**src/rtl/ats_pkg.sv**
```systemverilog
// Shared types and constants of the alias table sampler.
// No dependencies.
`timescale 1ns / 1ps

package ats_pkg;

    localparam int MAX_ENTRIES = 256;
    localparam int WEIGHT_BITS = 16;

    localparam int ADDR_W   = $clog2(MAX_ENTRIES);
    localparam int CNT_W    = $clog2(MAX_ENTRIES + 1);
    localparam int TOT_W    = WEIGHT_BITS + CNT_W;
    localparam int UNI_W    = 32;
    localparam int PROD_W   = UNI_W + CNT_W;
    localparam int HI_W     = UNI_W + TOT_W;
    localparam int DEN_W    = CNT_W + TOT_W;
    localparam int IDX_W    = 8;
    localparam int PROB_W   = 33;
    localparam int STAT_W   = 3;
    localparam int CMD_W    = 2;
    localparam int WFLD_W   = 16;

    localparam int IN_TDATA_W  = 56;
    localparam int OUT_TDATA_W = 80;

    localparam logic [CNT_W-1:0] MAX_CNT = CNT_W'(MAX_ENTRIES);

    localparam logic [CMD_W-1:0] CMD_LOAD  = 2'd0;
    localparam logic [CMD_W-1:0] CMD_DRAW  = 2'd1;
    localparam logic [CMD_W-1:0] CMD_QUERY = 2'd2;

    localparam logic [STAT_W-1:0] STAT_OK        = 3'd0;
    localparam logic [STAT_W-1:0] STAT_FULL      = 3'd1;
    localparam logic [STAT_W-1:0] STAT_ZERO      = 3'd2;
    localparam logic [STAT_W-1:0] STAT_NOT_BUILT = 3'd3;
    localparam logic [STAT_W-1:0] STAT_RANGE     = 3'd4;

    typedef enum logic [4:0] {
        ST_IDLE, ST_LOAD, ST_B_INIT, ST_B_RD, ST_B_WR,
        ST_P_CHK, ST_P_S2, ST_P_B, ST_P_U, ST_G_CHK, ST_G_W,
        ST_D_MUL, ST_D_RD, ST_D_CMP, ST_Q_INIT, ST_Q_RD, ST_Q_ACC, ST_DONE
    } state_t;

    typedef enum logic [4:0] {
        OP_NONE, OP_LOAD, OP_B_INIT, OP_B_RD, OP_B_WR,
        OP_P_CHK, OP_P_S2, OP_P_B, OP_P_U, OP_G_CHK, OP_G_W,
        OP_D_MUL, OP_D_RD, OP_D_CMP, OP_Q_INIT, OP_Q_RD, OP_Q_ACC
    } op_t;

    typedef struct packed {
        op_t  op;
        logic capture;
        logic emit;
    } dp_cmd_t;

    typedef struct packed {
        logic st_zero;
        logic bt_zero;
        logic k_last;
        logic build_go;
        logic q_oor;
        logic table_ready;
        logic out_free;
    } dp_stat_t;

endpackage

```
**src/rtl/ats_ctrl.sv**
```systemverilog
// Controller state machine of the alias table sampler.
// Depends on ats_pkg; drives ats_dp through dp_cmd_t.
`timescale 1ns / 1ps

module ats_ctrl (
    input  logic                     aclk,
    input  logic                     aresetn,
    input  logic                     s_tvalid,
    input  logic [ats_pkg::CMD_W-1:0] s_tuser,
    output logic                     s_tready,
    input  ats_pkg::dp_stat_t        stat,
    output ats_pkg::dp_cmd_t         cmd
);
    import ats_pkg::*;

    state_t state_reg, state_next;

    always_ff @(posedge aclk) begin
        if (!aresetn) begin
            state_reg <= ST_IDLE;
        end else begin
            state_reg <= state_next;
        end
    end

    always_comb begin
        state_next = state_reg;
        unique case (state_reg)
            ST_IDLE: begin
                if (s_tvalid) begin
                    if (s_tuser == CMD_LOAD) begin
                        state_next = ST_LOAD;
                    end else if (s_tuser == CMD_DRAW && stat.table_ready) begin
                        state_next = ST_D_MUL;
                    end else if (s_tuser == CMD_QUERY && stat.table_ready) begin
                        state_next = ST_Q_INIT;
                    end else begin
                        state_next = ST_DONE;
                    end
                end
            end
            ST_LOAD:   state_next = stat.build_go ? ST_B_INIT : ST_DONE;
            ST_B_INIT: state_next = ST_B_RD;
            ST_B_RD:   state_next = ST_B_WR;
            ST_B_WR:   state_next = stat.k_last ? ST_P_CHK : ST_B_RD;
            ST_P_CHK:  state_next = stat.st_zero ? ST_G_CHK : ST_P_S2;
            ST_P_S2:   state_next = stat.bt_zero ? ST_P_CHK : ST_P_B;
            ST_P_B:    state_next = ST_P_U;
            ST_P_U:    state_next = ST_P_CHK;
            ST_G_CHK:  state_next = stat.bt_zero ? ST_DONE : ST_G_W;
            ST_G_W:    state_next = ST_G_CHK;
            ST_D_MUL:  state_next = ST_D_RD;
            ST_D_RD:   state_next = ST_D_CMP;
            ST_D_CMP:  state_next = ST_DONE;
            ST_Q_INIT: state_next = stat.q_oor ? ST_DONE : ST_Q_RD;
            ST_Q_RD:   state_next = ST_Q_ACC;
            ST_Q_ACC:  state_next = stat.k_last ? ST_DONE : ST_Q_RD;
            ST_DONE:   state_next = stat.out_free ? ST_IDLE : ST_DONE;
            default:   state_next = ST_IDLE;
        endcase
    end

    always_comb begin
        cmd.capture = (state_reg == ST_IDLE) && s_tvalid;
        cmd.emit    = (state_reg == ST_DONE) && stat.out_free;
        s_tready    = (state_reg == ST_IDLE);
        unique case (state_reg)
            ST_LOAD:   cmd.op = OP_LOAD;
            ST_B_INIT: cmd.op = OP_B_INIT;
            ST_B_RD:   cmd.op = OP_B_RD;
            ST_B_WR:   cmd.op = OP_B_WR;
            ST_P_CHK:  cmd.op = OP_P_CHK;
            ST_P_S2:   cmd.op = OP_P_S2;
            ST_P_B:    cmd.op = OP_P_B;
            ST_P_U:    cmd.op = OP_P_U;
            ST_G_CHK:  cmd.op = OP_G_CHK;
            ST_G_W:    cmd.op = OP_G_W;
            ST_D_MUL:  cmd.op = OP_D_MUL;
            ST_D_RD:   cmd.op = OP_D_RD;
            ST_D_CMP:  cmd.op = OP_D_CMP;
            ST_Q_INIT: cmd.op = OP_Q_INIT;
            ST_Q_RD:   cmd.op = OP_Q_RD;
            ST_Q_ACC:  cmd.op = OP_Q_ACC;
            default:   cmd.op = OP_NONE;
        endcase
    end

endmodule

```
**config.mk**
```make
export PLATFORM = sky130hd
export DESIGN_NAME = ats_ctrl
export DESIGN_NICKNAME = d
export VERILOG_FILES = /design/src/rtl/ats_pkg.sv /design/src/rtl/ats_ctrl.sv
export SDC_FILE = /design/constraint.sdc
export NUM_CORES = 1
export LEC_CHECK = 0
export ABC_AREA = 1
export BUFFER_PORTS_ARGS = -buffer_cell sky130_fd_sc_hd__buf_2
export CAP_MARGIN = 20
export CORE_MARGIN = 2
export CORE_UTILIZATION = 42
export CTS_CLUSTER_DIAMETER = 200
export DETAILED_ROUTE_END_ITERATION = 8
export GPL_TIMING_DRIVEN = 0
export PLACE_DENSITY = 0.69
export SLEW_MARGIN = 25
export SYNTH_ARGS = -nofsm -noshare
export SYNTH_HDL_FRONTEND = slang
export SYNTH_SLANG_ARGS = --single-unit
```
**constraint.sdc**
```tcl
create_clock -name aclk -period 1.15 [get_ports aclk]
set_input_delay 0.0575 -clock aclk [delete_from_list [all_inputs] [get_ports aclk]]
set_output_delay 0.0575 -clock aclk [all_outputs]
set_load 0.1 [all_outputs]
```
### Word-level counts from Yosys, hierarchy flattened

Memory sizes are Yosys's and may differ from the RTL's. A register that Yosys moved wholly into a read port is not among the register bits.
Cells that the tools add are included.

* logic and storage cells: 43
* memories kept: 1
* memory bits (read-only): 160
* bits in registers: 5
* input port bits: 12
* output and inout port bits: 8

Memories
* (name not given): depth 32, width 5, read ports 1, clocked after Yosys merged registers in 1, wr ports 0, line ats_ctrl.sv:67 `unique case (state_reg)`

* equal/unequal tests: 20
* multiplexer cells: 15
* reduce and logical (&&, ||, !) cells: 6

Operator list (count)
* case mux 5 bit (18 select lines): 1
* two-way mux 5 bit: 11
* == test 5 x 4 -> 1 bit (second input constant): 8
* == test 5 x 3 -> 1 bit (second input constant): 4
* == test 5 x 2 -> 1 bit (second input constant): 2
* == test 5 bit (second input constant): 2
* == test 5 x 1 -> 1 bit (second input constant): 1
* zero test 5 bit: 1
* logical AND 1 bit: 4
* two-way mux 4 bit: 1
* two-way mux 3 bit: 1
* == test 2 x 1 -> 1 bit (second input constant): 1
* == test 2 bit (second input constant): 1
* zero test 2 bit: 1
* two-way mux 2 bit: 1
* != test 2 bit (second input constant): 1

### Depth between registers and ports, before layout

* depth in word-level cells: 9
* mapped depth: 12
* depth with buffers taken out: 11

### Worst setup path before layout

Ideal clock, no wire load.

* path kind: reg2out
* start: register state_reg[4]
* end: output port cmd[0] (netlist bit)
* buffers on the path: 1
* stages on the path, launching flop included: 4
* path slack: -2.374 ns
* data required time: 1.092 ns
* arrival time: 3.467 ns
* cell sequence: dfxtp_1 > buf_6 > inv_1 > nor4_1

RTL lines
* start, declared: line ats_ctrl.sv:16 `state_t state_reg, state_next;`
* start signal, assigned: line ats_ctrl.sv:22 `state_reg <= state_next;`
* end, declared: line ats_ctrl.sv:12 `output ats_pkg::dp_cmd_t cmd`

==> metrics <==
fin worst setup slack -322 ps; fin. max-slew vios 0; Avg Synthesized Cell Area 6.06 um2; number of global-route vias before repair 874; GR Util All Layers 0.232; YS warnings 0; Max-slew headroom 0.677; antenna violations before repair 0; routability cong. 0.898; Final Hold Viols 0; final net count 172; total routed wirelength 2570 um; most frequent cell after synthesis nor2_1; DRT Pass-1 Iters 4; biggest area consumer among synthesized cells dfxtp_1; CP max-delay cell dfxtp_4; Num CTS Buffers 3; Die X 46.3 um; Top FF cell, synth dfxtp_1; crit-path cells nor2_4 -> inv_4 -> nor4_4 -> buf_6; Fmax 679 MHz; clock sinks 10; worst path bufs/invs 2; clock insertion delay at the later pin of the skew report 260 ps; max-cap violation count 0; ys async rst share 0; min Tclk post-route roughly 1500 ps; Layout fillers 129; delay-heaviest family, CP simple AND/OR/NAND/NOR gates; number of flops mapped to enable cells by yosys 0; endpoint class of the critical path primary output; Yosys cell types 22; die height between 40 and 50 um; Clk Tree Root Cell clkbuf_4; largest net degree at the start of global routing 8; Avg WL per Cell about 14 um; io pins 20; Core Area 1710 um2; ranking of synthesized cells by area dfxtp_1 (27%), nor2_1 (15%), nand2_1 (14%); Std-Cell Rows 15; Post-synth top cells nor2_1 (30), nand2_1 (29), inv_1 (15), dfxtp_1 (10), nand3_1 (10); worst-margin pin slew 488 ps; CP max stage delay 350 ps; CTS tree yes; starting density of the core 0.440; Final Cycle Share 1.28; CTS max path bufs 2; Setup crit start state_reg[2]; DR vias 943; critical path data arrival time 1410 ps; kind of critical path flop to primary output; #FFs+latches synth 10; failing checks setup timing; vias per cell 5.13; antenna cell count 0; Syn-to-layout area delta 67.9%; post-route ant nets 0; Worst setup SP type flop; CP Max Fanout 3; Detailed Place HPWL 1390 um; share of the synthesized area in the top cell type 0.266; Mapped Cells about 120; Setup violations, final 13; Residual DRC 0; layout cells sized above 1 0.528; setup TNS -3140 ps; synthesized area 752 um2; Final Skew ~3.7 ps; Critical Path RT approximately 1100 ps; Clk pin slew, worst setup/hold paths 70 ps; sequential-to-total area share from yosys stat 0.266; die area 2150 um2; class of the worst hold path primary input to flop; global-route wire length before repair 3570 um; hold_sp aresetn; syn nets 136; GR Overflow Total 0; CTS H-tree lvls 1; R2R Path Start state_reg[2]; unrepaired setup endpoints after global routing true; status finished with violations; PortBufs 19; initial DRC count 27
[path summary, 6_finish.rpt]
kind | end | slack [ps] | cells past startpoint
max | cmd[0] | -320 | 4
min | state_reg[0] | 40 | 3
max reg2reg | cmd[4] | -300 | 9
min reg2reg | state_reg[4] | 850 | 6
[area by class of cell]
class,instances,area [um2],share of cell area
clock buffers,4,36.3,0.0287
well taps,25,31.3,0.0248
inverters,17,77.6,0.0614
repair buffers,32,248,0.196
flip-flops and latches,10,219,0.173
multi-input cells,96,651,0.515
[kinds of logic after synthesis]
kind of cell | share of synthesized area
simple gates | 0.594
flops | 0.266
compound gates | 0.0366
buf+inv | 0.103
[repair_timing]
item,in CTS,in global routing
setup buffers,13,1
endpoints found under the setup margin,13,13
pin swaps,17,16
resized for setup,45,24
hold endpoints to repair,0,0
hold buffers,0,0
[metal layers]
layer  vias to the layer above  part of all wire  GRT usage
met5                         -                 0          0
met2                        39              0.53      0.406
li1                        463                 -          -
met3                        10             0.046     0.0157
met4                         0             0.029      0.149
met1                       431              0.39      0.269
[worst reg2reg max path, cell delays in order (launching register included)]
cell     delay, ps
dfxtp_4        350
nor2_4         170
buf_6          130
buf_6          100
nand3_4         70
o21ai_4        200
nor2_1          90
nand3_1        120
nand2_1         80
nor2_1          90
[metrics by stage]
stage / util / setup slack, ps / hold WS (ps) / cell area [um2] / instances
after detailed placement: 0.529 / -404 / 355 / 903 / 168
after floorplan: - / -557 / 230 / 777 / 124
final: 0.739 / -322 / 42.0 / 1260 / 184
after global placement: 0.529 / -407 / 350 / 903 / 168
after global routing: 0.739 / -368 / 49.3 / 1260 / 184
after CTS: 0.689 / -275 / 37.0 / 1180 / 185
[layout by cell type (no fill, tap or decap), drive strengths merged]
cell	instances
nor2	36
nand2	32
buf	32
inv	16
nand3	11
dfxtp	10
nor3	6
clkbuf	4
o21ai	4
nand4	3
nand3b	2
clkinvlp	1
nor4	1
o211ai	1
Power is left out: the tool's default activity adds up to more than one toggle a clock period on the data nets, which glitch-free logic cannot reach.
